--- config.mk ---
export PLATFORM = sky130hd
export DESIGN_NAME = roman_numeral_parser_top
export DESIGN_NICKNAME = d
export VERILOG_FILES = /design/src/hw/rtl/rnp_pkg.sv /design/src/hw/rtl/rnp_char_class.sv /design/src/hw/rtl/rnp_scan.sv /design/src/hw/rtl/rnp_finish.sv /design/src/hw/rtl/roman_numeral_parser_top.sv
export SDC_FILE = /design/constraint.sdc
export NUM_CORES = 1
export LEC_CHECK = 0
export ABC_AREA = 1
export ABC_CLOCK_PERIOD_IN_PS = 4500
export BUFFER_PORTS_ARGS = -buffer_cell sky130_fd_sc_hd__buf_4
export CORE_ASPECT_RATIO = 1.75
export CORE_MARGIN = 2
export CORE_UTILIZATION = 33
export DETAILED_ROUTE_END_ITERATION = 12
export PLACE_DENSITY_LB_ADDON = 0.05
export RECOVER_POWER = 50
export SYNTH_ARGS = -nofsm -noshare
export SYNTH_HDL_FRONTEND = slang
export SYNTH_HIERARCHICAL = 1
export SYNTH_SLANG_ARGS = --single-unit
--- constraint.sdc ---
create_clock -name clk -period 4.5 [get_ports clk]
set_input_delay 0 -clock clk [delete_from_list [all_inputs] [get_ports clk]]
set_output_delay 0 -clock clk [all_outputs]
set_load 0.02 [all_outputs]
--- src/hw/rtl/rnp_pkg.sv ---
// Shared types, codes and helpers for the Roman numeral parser.
// No dependencies; every module of the block imports this package.
`default_nettype none

package rnp_pkg;

	typedef struct packed {
		logic [7:0] char_code;
		logic       end_of_text;
	} text_item_t;

	typedef struct packed {
		logic signed [31:0] value;
		logic [1:0]         status;
	} result_item_t;

	localparam int DigitW = 11;
	localparam int AccW   = 33;

	localparam logic [2:0] PH_LEAD   = 3'd0;
	localparam logic [2:0] PH_SIGNED = 3'd1;
	localparam logic [2:0] PH_DIGITS = 3'd2;
	localparam logic [2:0] PH_TRAIL  = 3'd3;
	localparam logic [2:0] PH_BAD    = 3'd4;

	localparam logic [1:0] ST_OK       = 2'd0;
	localparam logic [1:0] ST_MALFORM  = 2'd1;
	localparam logic [1:0] ST_OVERFLOW = 2'd2;

	localparam logic [7:0] CH_MINUS = 8'h2D;
	localparam logic [7:0] CH_N     = 8'h4E;
	localparam logic [7:0] CH_SPACE = 8'h20;
	localparam logic [7:0] CH_TAB   = 8'h09;
	localparam logic [7:0] CH_CR    = 8'h0D;

	typedef struct packed {
		logic              blank;
		logic              minus;
		logic              letter_n;
		logic              is_digit;
		logic [DigitW-1:0] digit;
	} char_class_t;

	// State as it stands after the last character of a string
	typedef struct packed {
		logic [2:0]           phase;
		logic                 lone_n;
		logic                 overflowed;
		logic                 negative;
		logic signed [AccW-1:0] sum;
		logic signed [AccW-1:0] part;
	} snap_t;

	// Magnitude above 2^31-1
	function automatic logic too_big(input logic signed [AccW-1:0] v);
		return (v[AccW-1] != v[AccW-2]) ||
			(v == {2'b11, {(AccW-2){1'b0}}});
	endfunction

endpackage

`default_nettype wire

--- src/hw/rtl/rnp_char_class.sv ---
// Character classifier: blank, sign characters and Roman digit values.
// Depends on rnp_pkg.
`default_nettype none

module rnp_char_class (
	input  wire logic [7:0]           char_code,
	output rnp_pkg::char_class_t      cls
);
	import rnp_pkg::*;

	logic [7:0] upper;

	always_comb begin
		// fold lowercase letters onto uppercase
		if (char_code >= 8'h61 && char_code <= 8'h7A) begin
			upper = char_code - 8'h20;
		end else begin
			upper = char_code;
		end

		cls.blank    = (char_code == CH_SPACE) ||
			(char_code >= CH_TAB && char_code <= CH_CR);
		cls.minus    = (char_code == CH_MINUS);
		cls.letter_n = (char_code == CH_N);
		cls.is_digit = 1'b1;
		unique case (upper)
			8'h49: cls.digit = 11'd1;
			8'h56: cls.digit = 11'd5;
			8'h58: cls.digit = 11'd10;
			8'h4C: cls.digit = 11'd50;
			8'h43: cls.digit = 11'd100;
			8'h44: cls.digit = 11'd500;
			8'h4D: cls.digit = 11'd1000;
			default: begin
				cls.digit    = '0;
				cls.is_digit = 1'b0;
			end
		endcase
	end

endmodule

`default_nettype wire

--- src/hw/rtl/rnp_scan.sv ---
// Per-character grammar and run-rule accumulator; holds the parse state
// and hands a snapshot of it to the finish stage on the last character.
// Depends on rnp_pkg and rnp_char_class.
`default_nettype none

module rnp_scan (
	input  wire logic                clk,
	input  wire logic                arst_n,
	input  wire logic                advance,
	input  wire logic                item_valid_s1,
	input  wire rnp_pkg::text_item_t item_s1,
	output logic                     snap_valid_s2,
	output rnp_pkg::snap_t           snap_s2
);
	import rnp_pkg::*;

	char_class_t cls;

	logic [2:0]             phase_q, phase_n;
	logic                   negative_q, negative_n;
	logic [DigitW-1:0]      prev_q, prev_n;
	logic signed [AccW-1:0] part_q, part_n;
	logic signed [AccW-1:0] sum_q, sum_n;
	logic                   ovf_q, ovf_n;
	logic signed [AccW-1:0] digit_ext, run_part, run_sum;
	logic                   take;
	logic                   last;

	rnp_char_class u_class (
		.char_code (item_s1.char_code),
		.cls       (cls)
	);

	assign take      = advance && item_valid_s1;
	assign last      = item_s1.end_of_text;
	assign digit_ext = AccW'($signed({1'b0, cls.digit}));

	// run rule on the current part and sum
	always_comb begin
		run_part = part_q;
		run_sum  = sum_q;
		if (cls.digit == prev_q) begin
			run_part = part_q + digit_ext;
		end else if (prev_q < cls.digit) begin
			run_part = digit_ext - part_q;
		end else begin
			run_sum  = sum_q + part_q;
			run_part = digit_ext;
		end
	end

	always_comb begin
		phase_n    = phase_q;
		negative_n = negative_q;
		prev_n     = prev_q;
		part_n     = part_q;
		sum_n      = sum_q;
		ovf_n      = ovf_q;
		unique case (phase_q)
			PH_LEAD: begin
				if (cls.blank) begin
					phase_n = PH_LEAD;
				end else if (cls.minus || cls.letter_n) begin
					negative_n = 1'b1;
					phase_n    = PH_SIGNED;
				end else if (cls.is_digit) begin
					prev_n  = cls.digit;
					part_n  = digit_ext;
					phase_n = PH_DIGITS;
				end else begin
					phase_n = PH_BAD;
				end
			end
			PH_SIGNED: begin
				if (cls.blank) begin
					phase_n = PH_SIGNED;
				end else if (cls.is_digit) begin
					prev_n  = cls.digit;
					part_n  = digit_ext;
					phase_n = PH_DIGITS;
				end else begin
					phase_n = PH_BAD;
				end
			end
			PH_DIGITS: begin
				if (cls.blank) begin
					phase_n = PH_TRAIL;
				end else if (cls.is_digit) begin
					// freeze the accumulators once overflow is seen
					if (!ovf_q) begin
						if (too_big(run_part) || too_big(run_sum)) begin
							ovf_n = 1'b1;
						end else begin
							part_n = run_part;
							sum_n  = run_sum;
							prev_n = cls.digit;
						end
					end
				end else begin
					phase_n = PH_BAD;
				end
			end
			PH_TRAIL: begin
				if (!cls.blank) begin
					phase_n = PH_BAD;
				end
			end
			default: phase_n = PH_BAD;
		endcase
	end

	always_ff @(posedge clk or negedge arst_n) begin
		if (!arst_n) begin
			phase_q       <= PH_LEAD;
			negative_q    <= 1'b0;
			prev_q        <= '0;
			part_q        <= '0;
			sum_q         <= '0;
			ovf_q         <= 1'b0;
			snap_valid_s2 <= 1'b0;
		end else if (advance) begin
			snap_valid_s2 <= take && last;
			if (take && last) begin
				// string done: back to the reset state
				phase_q    <= PH_LEAD;
				negative_q <= 1'b0;
				prev_q     <= '0;
				part_q     <= '0;
				sum_q      <= '0;
				ovf_q      <= 1'b0;
			end else if (take) begin
				phase_q    <= phase_n;
				negative_q <= negative_n;
				prev_q     <= prev_n;
				part_q     <= part_n;
				sum_q      <= sum_n;
				ovf_q      <= ovf_n;
			end
		end
	end

	always_ff @(posedge clk) begin
		if (take) begin
			snap_s2.phase      <= phase_n;
			snap_s2.lone_n     <= (phase_q == PH_LEAD) && cls.letter_n;
			snap_s2.overflowed <= ovf_n;
			snap_s2.negative   <= negative_n;
			snap_s2.sum        <= sum_n;
			snap_s2.part       <= part_n;
		end
	end

	a_reset_after_last: assert property (@(posedge clk) disable iff (!arst_n)
		take && last |=> phase_q == PH_LEAD && !ovf_q && part_q == '0)
		else $error("parse state not cleared after last character");

	a_acc_in_range: assert property (@(posedge clk) disable iff (!arst_n)
		!too_big(part_q) && !too_big(sum_q))
		else $error("accumulator beyond 31-bit magnitude");

	a_stall_holds: assert property (@(posedge clk) disable iff (!arst_n)
		!advance |=> $stable(phase_q) && $stable(part_q) && $stable(sum_q))
		else $error("parse state moved while stalled");

endmodule

`default_nettype wire

--- src/hw/rtl/rnp_finish.sv ---
// Final add, sign and status for one string; drives the result register.
// Depends on rnp_pkg.
`default_nettype none

module rnp_finish (
	input  wire logic                  clk,
	input  wire logic                  arst_n,
	input  wire logic                  advance,
	input  wire logic                  snap_valid_s2,
	input  wire rnp_pkg::snap_t        snap_s2,
	output logic                       result_valid_q,
	output rnp_pkg::result_item_t      result_q
);
	import rnp_pkg::*;

	logic signed [AccW-1:0] total;
	result_item_t           res;

	assign total = snap_s2.sum + snap_s2.part;

	always_comb begin
		res.value  = '0;
		res.status = ST_OK;
		unique case (snap_s2.phase)
			PH_LEAD: res.status = ST_OK;
			PH_SIGNED: begin
				if (!snap_s2.lone_n) begin
					res.status = ST_MALFORM;
				end
			end
			PH_DIGITS, PH_TRAIL: begin
				if (snap_s2.overflowed || too_big(total)) begin
					res.status = ST_OVERFLOW;
				end else if (snap_s2.negative) begin
					res.value = -total[31:0];
				end else begin
					res.value = total[31:0];
				end
			end
			default: res.status = ST_MALFORM;
		endcase
	end

	always_ff @(posedge clk or negedge arst_n) begin
		if (!arst_n) begin
			result_valid_q <= 1'b0;
		end else if (advance) begin
			result_valid_q <= snap_valid_s2;
		end
	end

	always_ff @(posedge clk) begin
		if (advance && snap_valid_s2) begin
			result_q <= res;
		end
	end

	a_status_code: assert property (@(posedge clk) disable iff (!arst_n)
		result_valid_q |-> result_q.status == ST_OK ||
			result_q.status == ST_MALFORM || result_q.status == ST_OVERFLOW)
		else $error("result status outside defined codes");

	a_zero_on_error: assert property (@(posedge clk) disable iff (!arst_n)
		result_valid_q && result_q.status != ST_OK |-> result_q.value == '0)
		else $error("nonzero value with error status");

	a_snap_lands: assert property (@(posedge clk) disable iff (!arst_n)
		advance && snap_valid_s2 |=> result_valid_q)
		else $error("finished string lost before result register");

endmodule

`default_nettype wire

--- src/hw/rtl/roman_numeral_parser_top.sv ---
// Roman numeral parser top level: input register and stall control.
// Depends on rnp_pkg, rnp_scan (with rnp_char_class) and rnp_finish.
//
// Usage:
//   text channel (text_valid/text_ready/text) carries one byte per transfer,
//   with end_of_text set on the last byte of a string. The result channel
//   (result_valid/result_ready/result) carries one value and status per
//   string, produced by the transfer that has end_of_text set.
//   Throughput is one character per cycle while the receiver takes results;
//   it is set by the parse-state update (classify, 33-bit add, range check).
//   The result of a string passes the input register, snapshot register and
//   result register in turn after the transfer of the last character.
//   A stalled receiver (result_valid high, result_ready low) freezes all
//   three stages; text_ready follows result_ready combinationally.
//   Reset clears the parse state and all valid flags; the block accepts
//   text from the first cycle after reset.
`default_nettype none

module roman_numeral_parser_top (
	input  wire logic                  clk,
	input  wire logic                  arst_n,
	input  wire logic                  text_valid,
	output logic                       text_ready,
	input  wire rnp_pkg::text_item_t   text,
	output logic                       result_valid,
	input  wire logic                  result_ready,
	output rnp_pkg::result_item_t      result
);
	import rnp_pkg::*;

	logic         advance;
	logic         item_valid_s1;
	text_item_t   item_s1;
	logic         snap_valid_s2;
	snap_t        snap_s2;

	// advance every stage whenever the result slot is free or drains
	assign advance    = !result_valid || result_ready;
	assign text_ready = advance;

	always_ff @(posedge clk or negedge arst_n) begin
		if (!arst_n) begin
			item_valid_s1 <= 1'b0;
		end else if (advance) begin
			item_valid_s1 <= text_valid;
		end
	end

	always_ff @(posedge clk) begin
		if (advance && text_valid) begin
			item_s1 <= text;
		end
	end

	rnp_scan u_scan (
		.clk           (clk),
		.arst_n        (arst_n),
		.advance       (advance),
		.item_valid_s1 (item_valid_s1),
		.item_s1       (item_s1),
		.snap_valid_s2 (snap_valid_s2),
		.snap_s2       (snap_s2)
	);

	rnp_finish u_finish (
		.clk            (clk),
		.arst_n         (arst_n),
		.advance        (advance),
		.snap_valid_s2  (snap_valid_s2),
		.snap_s2        (snap_s2),
		.result_valid_q (result_valid),
		.result_q       (result)
	);

	a_last_reaches_scan: assert property (@(posedge clk) disable iff (!arst_n)
		advance && item_valid_s1 && item_s1.end_of_text |=> snap_valid_s2)
		else $error("last character did not produce a snapshot");

	a_no_spurious_snap: assert property (@(posedge clk) disable iff (!arst_n)
		advance && !item_valid_s1 |=> !snap_valid_s2)
		else $error("snapshot without a character");

	a_stall_holds_s1: assert property (@(posedge clk) disable iff (!arst_n)
		!advance |=> $stable(item_valid_s1) && $stable(snap_valid_s2))
		else $error("pipeline moved while result stalled");

endmodule

`default_nettype wire
-- Word-level counts from Yosys, hierarchy flattened
Index checks and enable logic that the tools add are counted.
- flip-flop bits (word level): 200
- memory bits (read-only): 0
- output and inout bits: 36
- memories kept: 0
- word-level logic and storage cells: 148
- bits in latches: 0
- bits in writable memories: 0
- input port bits: 13
- equality and inequality tests: 30
- multipliers: 0
- divide/modulo/power cells: 0
- bitwise gates (word level): 1
- add/subtract/negate cells: 6
- shift-type cells: 0
- reductions and logical operators: 25
- $lt $le $gt $ge: 5
- mux-type cells: 62
- operators with widths (operator ; count):
    $mux W33 ; 21
    $mux W11 ; 10
    $eq A33 B33 Y1 const B ; 3
    $pmux W33 S3 ; 1
    $pmux W10 S7 ; 1
    $add A33 B33 Y33 ; 2
    $eq A8 B7 Y1 const B ; 8
    $add A33 B11 Y33 ; 1
    $pmux W11 S3 ; 1
    $sub A11 B33 Y33 ; 1
    $mux W32 ; 1
    $neg A32 Y32 ; 1
    $mux W3 ; 9
    $ne A3 B3 Y1 const B ; 6
    $eq A8 B6 Y1 const B ; 2
    $mux W1 ; 14
    $eq A3 B2 Y1 const B ; 4
    $pmux W3 S4 ; 1
    $eq A10 B11 Y1 ; 1
    $lt A11 B10 Y1 ; 1
    $reduce_and A10 Y1 ; 1
    $ge A8 B4 Y1 const B ; 1
    $ge A8 B7 Y1 const B ; 1
    $le A8 B4 Y1 const B ; 1
    other kinds (18) ; 36

-- Depth between registers and ports, before layout
Gate-level depths: netlist of run 1.
- depth in word-level cells: 18
- mapped depth: 41
- gate-level depth less buffers: 39

-- Cells and area by module
Netlist of run 1, hierarchy kept.
- by module, submodules not included (module ; area each (um2) ; instances ; cells each ; seq. area each (um2)):
    rnp_scan ; 13839.5 ; 1 ; 2198 ; 4239.1
    rnp_finish ; 4973.5 ; 1 ; 889 ; 1046.0
    rnp_char_class ; 461.7 ; 1 ; 93 ; 0.0
    roman_numeral_parser_top ; 326.6 ; 1 ; 16 ; 295.3

-- Worst setup path after synthesis of run 1
OpenSTA, ideal clock, no wires.
- path type: register to register
- start point: register, netlist name item_s1[6]
- end point: register, netlist name u_scan/snap_s2[41]
- period minus slack after synthesis: 4.355 ns
- library setup time: 0.256 ns
- setup slack: 0.145 ns
- arrival time: 4.099 ns
- stages on the path, launching flop included: 35
- path buffers: 1
- required time: 4.244 ns
- path through: edfxtp_1 -> inv_1 -> ha_1 -> inv_1 -> nand2_1 -> nor2_1 -> a21oi_1 -> nand2_1 -> nand3_2 -> nor2_4 -> nand2_1 -> nand2_1 -> inv_1 -> ha_1 -> fa_1 -> inv_1 -> nand3_1 -> nand3_1 -> nand2_1 -> nand2_1 -> nand2_1 -> nand2_2 -> nand4_1 -> inv_1 -> nor2_1 -> o21ai_2 -> xor2_1 -> nand2_2 -> nor2_8 -> nand3_4 -> inv_4 -> buf_6 -> nand2_1 -> o21ai_1 -> inv_1

==> key figures, run 1 <==
Power
  – Internal power: around 5.4 mW
  – Lkg Pwr: 13.7 nW
  – Switching share of power: 44.0%
  – NetSw: ~4.3 mW
  – Clock share of power: between 15 and 20%
  – Combinational power share: 59.5%
  – Power after layout: slightly below 10 mW
  – VDD IR max: roughly 320 µV
  – PwrDens: between 300 and 400 mW/mm²
  – Sequential Power Share: between 20% and 30%

Die
  – Die X: between 150 and 200 µm
  – Core area: a little under 0.06 mm²
  – Initial Util: between 30% and 40%
  – DIE AREA: a little over 0.06 mm²
  – Rows: between 100 and 150
  – IO Count: a little under 50
  – Die Y-Extent: about 330 µm

Setup path
  – WP data required: ~4700 ps
  – Critical Path Max Stage Delay: roughly 400 ps
  – Flop-to-flop setup slack: -530 ps
  – Worst EP arrival: between 5000 and 6000 ps
  – Setup crit end kind: flip-flop
  – Most common cell on crit path: nand2_2
  – Startpoint Class: flip-flop
  – Buf/Inv on CP: 9
  – Crit path max fanout: 8
  – Delay-heaviest family, CP: simple AND/OR/NAND/NOR gates
  – CP max stage cell: edfxtp_1
  – Critical path type: flip-flop to flip-flop

Detailed routing
  – Routed wire length: around 86 mm
  – Via density: just under 5
  – 1st-pass router iterations: 6
  – DRT iter0 DRCs: between 900 and 1000
  – DRC viols: 0
  – Vias: between 20000 and 25000
  – Wire length per cell: just under 20 µm
  – Final ANT Viol Nets: 0

Synth
  – Most common cell in the netlist: nand2_1
  – Yosys top cell area share: between 20% and 30%
  – Yosys cell types: 56
  – Area contributors post-synth: nand2_1, edfxtp_1, dfrtp_1
  – Yosys warning count: 6
  – Synth Flop Type: edfxtp_1
  – Cell area after synthesis: around 0.02 mm²
  – Yosys top cell by area: nand2_1
  – Async set-reset flop share out of synthesis: a little over two fifths
  – Post-synth EDFFs: 115
  – Avg Cell Area, Syn: approximately 6 µm²
  – Yosys reg bits: 200
  – Most frequent cells after synthesis: nand2_1, inv_1, nand3_1, nor2_1, edfxtp_1
  – Sequential area share after synthesis: 28.5%
  – Post-Syn Nets: 3313
  – Cells after synthesis: about 3200

Timing
  – Final Hold Vio Count: 0
  – Period utilisation layout: 112%
  – Max Slew Vio Count: 88
  – RSZ-0062 raised after global routing: true
  – Setup violators final: about 150
  – Slew of the pin with the lowest slew margin: ~3800 ps
  – Final WS setup: -535 ps
  – Skew final: 13.1 ps
  – Fin crit period: 5030 ps
  – Rel. slew slack: -151%
  – Fmax: between 150 and 200 MHz
  – TNS Setup: -62040 ps

Global routing
  – Total track usage: about 28%
  – Vias in the first global route: roughly 22000
  – Grt total ovfl: 0
  – First-pass GRT wire length: between 100 and 150 mm
  – Antenna violations before repair: 0
  – Largest net degree at the start of global routing: 70

Placed design
  – Input/output buffers: 48
  – Hpwl dp: approximately 70 mm
  – Placed cells: between 4000 and 5000
  – Routability cong.: around 0.96
  – Area of placed instances: 0.0229 mm²

Final layout
  – Post-route cell area: 0.0263 mm²
  – Fin util: 44.7%
  – Nets: about 3700
  – Final cell count without fillers: ~4400
  – P&R area growth vs syn: 34.4%
  – Layout cells sized above 1: a little under a quarter

CTS
  – Num CTS Buffers: 17
  – Clk root buf: clkbuf_16
  – Longest Clk Path Bufs: 2
  – H-Tree Depth: 4
  – Clk slew on worst S/H paths: about 80 ps
  – Worst skew pair latency: 490 ps
  – Clock sinks: 200
  – CTS tree: yes

Hold path
  – Worst hold-check path type: input pin to flip-flop

Run status
  – Outcome: finished with violations
  – Failing checks: max-capacitance violations, max-slew violations, negative setup slack

Job
  – Max_cap viols: 2
==> area by class of cell <==
type                    instances  area [µm²]
diodes                          1        2.50
clock buffers                  19         443
clock inverters                13         158
fillers                      6260       32600
inverters                     550        2120
multi-input cells            2371       13100
flip-flops and latches        200        5580
well taps                     780         976
repair buffers                456        3930
repair inverters                1        20.0
==> cell usage in the layout (no fill, tap or decap), types with 12 or more instances in the layout <==
| cell | instances |
|---|---|
| ha_4 | 16 |
| nand3_1 | 274 |
| nand2_4 | 50 |
| nor2_2 | 36 |
| buf_12 | 24 |
| clkbuf_16 | 21 |
| xor2_1 | 37 |
| and2_1 | 12 |
| nor3_1 | 29 |
| dlygate4sd3_1 | 14 |
| o21ai_1 | 59 |
| a21oi_1 | 50 |
| inv_1 | 504 |
| o21ai_2 | 37 |
| o21ai_4 | 25 |
| ha_1 | 82 |
| edfxtp_1 | 115 |
| clkbuf_1 | 39 |
| nor2_1 | 247 |
| inv_2 | 35 |
| dfrtp_1 | 85 |
| xnor2_1 | 15 |
| buf_4 | 337 |
| nand2_2 | 75 |
| nand3_2 | 30 |
| nor2_4 | 14 |
| buf_6 | 13 |
| o21ai_0 | 24 |
| nand2_1 | 1105 |
| nand4_1 | 42 |
==> power by group through the flow <==
| stage | registers [mW] | clock network [mW] | logic (mW) |
|---|---|---|---|
| final | 2.26 | 1.67 | 5.77 |
| after global routing | 2.28 | 1.78 | 6.25 |
| after CTS | 2.26 | 1.72 | 5.54 |
| after detailed placement | 2.30 | 0 | 4.56 |
| after global placement | 2.30 | 0 | 4.54 |
| after floorplan | 2.29 | 0 | 2.57 |
==> kinds of logic (layout without fill, tap and decap cells) <==
family                     count (synthesis)  in the layout  share of synthesized area (%)
xor gates and xnor gates                  52             52                           2.32
adders and majority gates                104            104                           6.79
and+or+nand+nor                         1965           1965                           42.2
DFF                                      200            200                           28.5
buffers and inverters                    625           1039                           12.8
other                                      1              2                         0.0191
AOI/OAI and AO/OA                        249            249                           7.44
==> routing by layer <==
layer	GRT usage, %	vias to the layer above	wire, µm
met5	0	-	0
met4	22.1	0	7690
met3	2.42	243	2120
met2	57.9	526	49700
met1	23.2	10100	26500
li1	-	10800	-
==> timing repair <==
action	4_1_cts	5_1_grt
gates cloned	8	4
hold endpoints to repair	63	0
setup buffers	74	17
hold buffers	14	0
endpoints found under the setup margin	145	145
pin swaps	30	61
resized for setup	310	170
==> path summary, 6_finish.rpt <==
check | endpoint | depth (start not counted) | from
hold reg to reg | u_scan/prev_q[7] | 2 | u_scan/prev_q[7]
max in group asynchronous | u_scan/part_q[28] | 3 | arst_n
setup / recovery | u_scan/snap_s2[11] | 36 | item_s1[7]
min in group asynchronous | u_scan/prev_q[3] | 2 | arst_n
hold / removal | item_s1[0] | 2 | text[0]
setup reg to reg | u_scan/snap_s2[11] | 36 | item_s1[7]
==> stage by stage <==
step                      hold WS [ps]  setup slack, ps
after floorplan                   -296              145
after global placement             155            -1210
after detailed placement           162            -1140
after CTS                          166             -471
after global routing               238             -757
final                              238             -535
==> registers in the layout (all words and copies together), names as in the netlist <==
register                 count
u_finish/result_q           34
u_scan/sum_q                33
u_scan/snap_s2              72
u_scan/snap_valid_s2         1
u_scan/ovf_q                 1
item_s1                      9
u_scan/negative_q            1
u_finish/result_valid_q      1
u_scan/prev_q               11
item_valid_s1                1
u_scan/phase_q               3
u_scan/part_q               33
(Power assumes the default switching activity.)
==> run 2, diff against run 1 <==
--- a/config.mk
+++ b/config.mk
@@ -7,10 +7,11 @@
 export LEC_CHECK = 0
 export ABC_AREA = 1
 export ABC_CLOCK_PERIOD_IN_PS = 4500
-export BUFFER_PORTS_ARGS = -buffer_cell sky130_fd_sc_hd__buf_4
+export BUFFER_PORTS_ARGS = -buffer_cell sky130_fd_sc_hd__buf_2
 export CORE_ASPECT_RATIO = 1.75
 export CORE_MARGIN = 2
 export CORE_UTILIZATION = 33
+export CTS_BUF_LIST = sky130_fd_sc_hd__clkbuf_4 sky130_fd_sc_hd__clkbuf_8 sky130_fd_sc_hd__clkbuf_16
 export DETAILED_ROUTE_END_ITERATION = 12
 export PLACE_DENSITY_LB_ADDON = 0.05
 export RECOVER_POWER = 50
==> key figures, run 2 (synthesized netlist as in run 1, its figures left out) <==
Timing
  – Final Hold Vio Count: 0
  – Fmax: 201 MHz
  – Rel. slew slack: -78.8%
  – Setup violators final: 145
  – Max Slew Vio Count: 77
  – Final WS setup: -464 ps
  – TNS Setup: -50590 ps
  – Fin crit period: a little under 5000 ps
  – Slew of the pin with the lowest slew margin: 2680 ps
  – RSZ-0062 raised after global routing: true
  – Skew final: roughly 13 ps
  – Period utilisation layout: 110%

Die
  – Rows: ~120
  – DIE AREA: about 0.06 mm²
  – Core area: between 0.05 and 0.06 mm²
  – Die Y-Extent: between 300 and 400 µm
  – IO Count: 49
  – Die X: 188 µm
  – Initial Util: 33.3%

Placed design
  – Hpwl dp: roughly 70 mm
  – Routability cong.: 0.952
  – Input/output buffers: 48
  – Place WS: -1130 ps
  – Placed cells: around 4200
  – Area of placed instances: ~0.023 mm²

Final layout
  – Post-route cell area: about 0.027 mm²
  – P&R area growth vs syn: 36.4%
  – Commonest non-fill, non-tap cell in the layout: nand2_1
  – Top flop regs: u_scan/snap_s2 x72, u_finish/result_q x34
  – Max reg flops: 72
  – Commonest cells after routing, fill and taps aside: nand2_1, inv_1, buf_4
  – Most flops, register: u_scan/snap_s2
  – Layout cells sized above 1: 24.9%
  – ANT cells: 0
  – Nets: approximately 3700
  – Final cell count without fillers: 4356

Power
  – Lkg Pwr: about 14 nW
  – Power after layout: slightly below 10 mW
  – PwrDens: 360 mW/mm²
  – VDD IR max: around 290 µV

CTS
  – Clk root buf: clkbuf_16
  – Longest Clk Path Bufs: 2
  – Clock sinks: 200
  – Clk slew on worst S/H paths: about 80 ps
  – Worst skew pair latency: ~480 ps
  – CTS tree: yes
  – Num CTS Buffers: 17
  – H-Tree Depth: 4

Setup path
  – Worst flop-to-flop path endpoint: u_scan/snap_s2[34]
  – Startpoint Class: flip-flop
  – Crit path max fanout: 8
  – Reg2reg start: item_s1[5]
  – Critical Path Max Stage Delay: roughly 470 ps
  – Worst EP arrival: 5210 ps
  – CP max stage cell: edfxtp_1
  – WP data required: 4750 ps
  – Critical path type: flip-flop to flip-flop
  – Flop-to-flop setup slack: -460 ps
  – Cells on worst reg2reg path: 33
  – Setup crit end kind: flip-flop

Hold path
  – Hold path depth: 2
  – End of the worst hold path: item_s1[5]
  – Worst Hold Launch: text[5]
  – Worst hold-check path type: input pin to flip-flop

Global routing
  – First-pass GRT wire length: 129 mm
  – Antenna violations before repair: 0
  – Total track usage: between 20% and 30%
  – Largest net degree at the start of global routing: 70
  – Grt total ovfl: 0
  – Vias in the first global route: about 22000

Detailed routing
  – DRC viols: 0
  – 1st-pass router iterations: 5
  – Final ANT Viol Nets: 0
  – Wire length per cell: approximately 20 µm
  – Routed wire length: just under 90 mm
  – Vias: 21700
  – Via density: roughly 5
  – DRT iter0 DRCs: about 1200

Run status
  – Failing checks: max-capacitance violations, max-slew violations, negative setup slack
  – Outcome: finished with violations

Job
  – Max_cap viols: 2
## run 2: cell count changes in the layout (fill, tap and decap cells not counted), moves of 8 or more
cell	previous run	this run
nand3_4	7	25
buf_4	337	309
nand3_1	274	224
clkbuf_4	9	1
nand3_2	30	62
o21ai_1	59	46
buf_8	10	2
nand2_1	1105	1081
o21ai_4	25	37
nand2_4	50	73
## run 2: repair_timing
| item | 4_1_cts | 5_1_grt |
|---|---|---|
| gates resized for setup | 348 | 275 |
| pin swaps | 43 | 76 |
| hold buffers | 14 | 0 |
| cloned | 15 | 3 |
| endpoints found under the setup margin | 145 | 145 |
| buffers inserted | 46 | 21 |
| hold endpoints to repair | 54 | 0 |
## run 2: final cells by class
cell class	instances	area (µm²)
Fill cell	6219	32200
Multi-Input combinational cell	2371	13800
Sequential cell	200	5580
Timing Repair Buffer	423	3650
Inverter	550	2110
Tap cell	780	976
Clock buffer	19	447
Clock inverter	13	131
## run 2: worst max path at each step
| stage | start | end | slack [ps] | cells after the start |
|---|---|---|---|---|
| after CTS | item_s1[7] | u_scan/prev_q[3] | -500 | 37 |
| after detailed placement | item_s1[6] | u_scan/snap_s2[1] | -1130 | 34 |
| after floorplan | item_s1[6] | u_scan/snap_s2[41] | 150 | 34 |
| final | item_s1[5] | u_scan/snap_s2[34] | -460 | 33 |
| after global routing | item_s1[7] | u_scan/snap_s2[34] | -710 | 35 |
| after global placement | item_s1[6] | u_scan/snap_s2[1] | -1190 | 34 |
## run 2: metal layers
metal	track usage, %	wire (µm)	vias to the layer above
met4	20.0	6740	0
li1	-	-	10700
met1	24.5	27500	10200
met2	60.2	51900	501
met5	0	0	-
met3	2.19	1970	225
## run 2: metrics by stage
stage | util [%] | hold WS [ps]
floorplan | - | -296
global placement | 38.5 | 64.3
detailed placement | 38.5 | 63.0
CTS | 43.4 | 69.4
global route | 45.4 | 228
finish | 45.4 | 236
## run 2: worst max-delay path: cells and delay by family, from the launching register on
kind            cells  cell delay, ps
compound gates      4             560
simple gates       19            2310
fa+ha+maj           1             290
buf+inv             9            1070
flops               1             470
## run 2: power breakdown
part           switching [mW]  internal (mW)  leakage (nW)
Sequential              0.138           2.14          2.31
Combinational            3.43           2.31          11.0
Clock                   0.823          0.802         0.292
==> run 3, diff against run 2 <==
--- a/config.mk
+++ b/config.mk
@@ -13,7 +13,7 @@
 export CORE_UTILIZATION = 33
 export CTS_BUF_LIST = sky130_fd_sc_hd__clkbuf_4 sky130_fd_sc_hd__clkbuf_8 sky130_fd_sc_hd__clkbuf_16
 export DETAILED_ROUTE_END_ITERATION = 12
-export PLACE_DENSITY_LB_ADDON = 0.05
+export PLACE_DENSITY = 0.52
 export RECOVER_POWER = 50
 export SYNTH_ARGS = -nofsm -noshare
 export SYNTH_HDL_FRONTEND = slang
==> key figures, run 3 (synthesized netlist as in run 1, its figures left out) <==
Detailed routing
  – Routed wire length: around 75 mm
  – Wire length per cell: roughly 17 µm
  – DRT iter0 DRCs: 1036
  – Final ANT Viol Nets: 0
  – Vias: 21100
  – Via density: between 4 and 5
  – 1st-pass router iterations: 5
  – DRC viols: 0

Run status
  – Failing checks: max-capacitance violations, max-slew violations, negative setup slack
  – Outcome: finished with violations

Setup path
  – Critical Path Max Stage Delay: about 410 ps
  – Setup crit end kind: flip-flop
  – Most common cell on crit path: nand2_2
  – Delay-heaviest family, CP: simple AND/OR/NAND/NOR gates
  – CP max stage cell: edfxtp_1
  – Reg2reg start: item_s1[7]
  – Buf/Inv on CP: 13
  – Crit path max fanout: 10
  – Critical path type: flip-flop to flip-flop
  – Startpoint Class: flip-flop
  – WP data required: ~4700 ps
  – Flop-to-flop setup slack: -410 ps
  – Critical Path Start: item_s1[7]
  – Worst EP arrival: just over 5000 ps

Placed design
  – Area of placed instances: between 0.02 and 0.025 mm²
  – Routability cong.: 0.963
  – Place WS: -966 ps
  – Input/output buffers: 48
  – Hpwl dp: 60.7 mm

Final layout
  – P&R area growth vs syn: 27.1%
  – Layout cells sized above 1: 18.6%
  – Fillers: between 6000 and 7000
  – Nets: around 3700
  – Commonest cells after routing, fill and taps aside: nand2_1, inv_1, buf_4
  – ANT cells: 0
  – Top flop regs: u_scan/snap_s2 x72, u_finish/result_q x34
  – Post-route cell area: 0.0249 mm²
  – Most flops, register: u_scan/snap_s2
  – Sequential cell area: between 0.005 and 0.006 mm²
  – Commonest non-fill, non-tap cell in the layout: nand2_1
  – Multi-input gate area: approximately 0.012 mm²
  – Max reg flops: 72

CTS
  – Longest Clk Path Bufs: 2
  – Clk slew on worst S/H paths: 80 ps
  – H-Tree Depth: 4
  – Clk root buf: clkbuf_16
  – CTS tree: yes
  – Worst skew pair latency: between 400 and 500 ps
  – Num CTS Buffers: 17
  – Clock sinks: 200

Power
  – Switching share of power: a little over two fifths
  – NetSw: between 3 and 4 mW
  – Internal power: 4.97 mW
  – Lkg Pwr: between 10 and 15 nW
  – Sequential Power Share: 25.6%
  – Combinational power share: between 50% and 60%
  – Clock share of power: around 17%
  – VDD IR max: around 320 µV
  – Power after layout: ~8.9 mW
  – PwrDens: between 300 and 400 mW/mm²

Timing
  – Fin crit period: a little under 5000 ps
  – RSZ-0062 raised after global routing: true
  – Minimum hold slack: roughly 230 ps
  – Setup violators final: roughly 150
  – Slew of the pin with the lowest slew margin: between 2000 and 2500 ps
  – Fmax: approximately 200 MHz
  – Rel. slew slack: -42.4%
  – Final Hold Vio Count: 0
  – Period utilisation layout: 109%
  – Skew final: just under 20 ps
  – Max Slew Vio Count: 70
  – Final WS setup: -410 ps

Global routing
  – Vias in the first global route: between 20000 and 25000
  – Grt total ovfl: 0
  – First-pass GRT wire length: around 110 mm
  – Antenna violations before repair: 0
  – Largest net degree at the start of global routing: between 60 and 70
  – Met1 usage: a little over a fifth
  – Top Usage Layer GRT: met2
  – GR Util met3: under 10%
  – Total track usage: 24.0%
  – GR Util met2: 48.4%

Hold path
  – Worst hold-check path type: input pin to flip-flop
  – Worst Hold Launch: text[5]

Die
  – Core area: roughly 0.059 mm²
  – Initial Util: between 30% and 40%
  – Rows: between 100 and 150
  – Die X: roughly 190 µm
  – Die Y-Extent: approximately 330 µm
  – IO Count: 49
  – DIE AREA: between 0.06 and 0.07 mm²

Job
  – Max_cap viols: 2
run 3: cell types whose count changed in the layout (fill, tap and decap cells not counted), sizes merged, moves of 2 or more:
cell and change:
buf -14, bufbuf -2, clkbuf -2, clkinv +4, inv -3, nand2 +3
run 3: path summary, 6_finish.rpt:
check	cells after the start	endpoint
worst max-delay path	39	u_scan/snap_s2[38]
min in group asynchronous	2	u_scan/sum_q[1]
worst max register to register	39	u_scan/snap_s2[38]
max in group asynchronous	3	u_scan/part_q[16]
worst min register to register	2	u_scan/prev_q[0]
worst min-delay path	2	item_s1[5]
run 3: area by class of cell:
| cell class | instances | area share, % |
|---|---|---|
| Clock buffer | 18 | 1.76 |
| Tap cell | 780 | 3.92 |
| Multi-Input combinational cell | 2374 | 49.7 |
| Sequential cell | 200 | 22.4 |
| Inverter | 550 | 8.45 |
| Timing Repair Buffer | 406 | 13.3 |
| Clock inverter | 14 | 0.477 |
run 3: routing by layer:
layer,up-vias,routed length [µm]
li1,10700,-
met1,9696,24700
met2,437,42300
met3,230,1620
met4,0,6660
met5,-,0
run 3: power by group through the flow:
stage          clock network, mW  logic [mW]  registers (mW)
3_5_place_dp                   0        4.41            2.30
5_1_grt                     1.61        5.56            2.29
6_report                    1.52        5.08            2.27
2_1_floorplan                  0        2.57            2.29
3_3_place_gp                   0        4.41            2.30
4_1_cts                     1.56        4.77            2.27
run 3: what timing repair did:
action / 4_1_cts / 5_1_grt
pin swaps: 22 / 35
hold buffers: 14 / 0
cloned: 2 / 8
hold endpoints to repair: 45 / 0
buffers inserted: 29 / 33
gates resized for setup: 95 / 162
endpoints found under the setup margin: 145 / 145
run 3: metrics by stage:
step                      util [%]  TNS (ps)  instances
after floorplan                  -         0       3196
after global placement        38.4   -112000       4230
after detailed placement      38.4   -120240       4230
after CTS                     40.6    -47200       4306
after global routing          42.3    -86540       4342
final                         42.3    -43670       4342
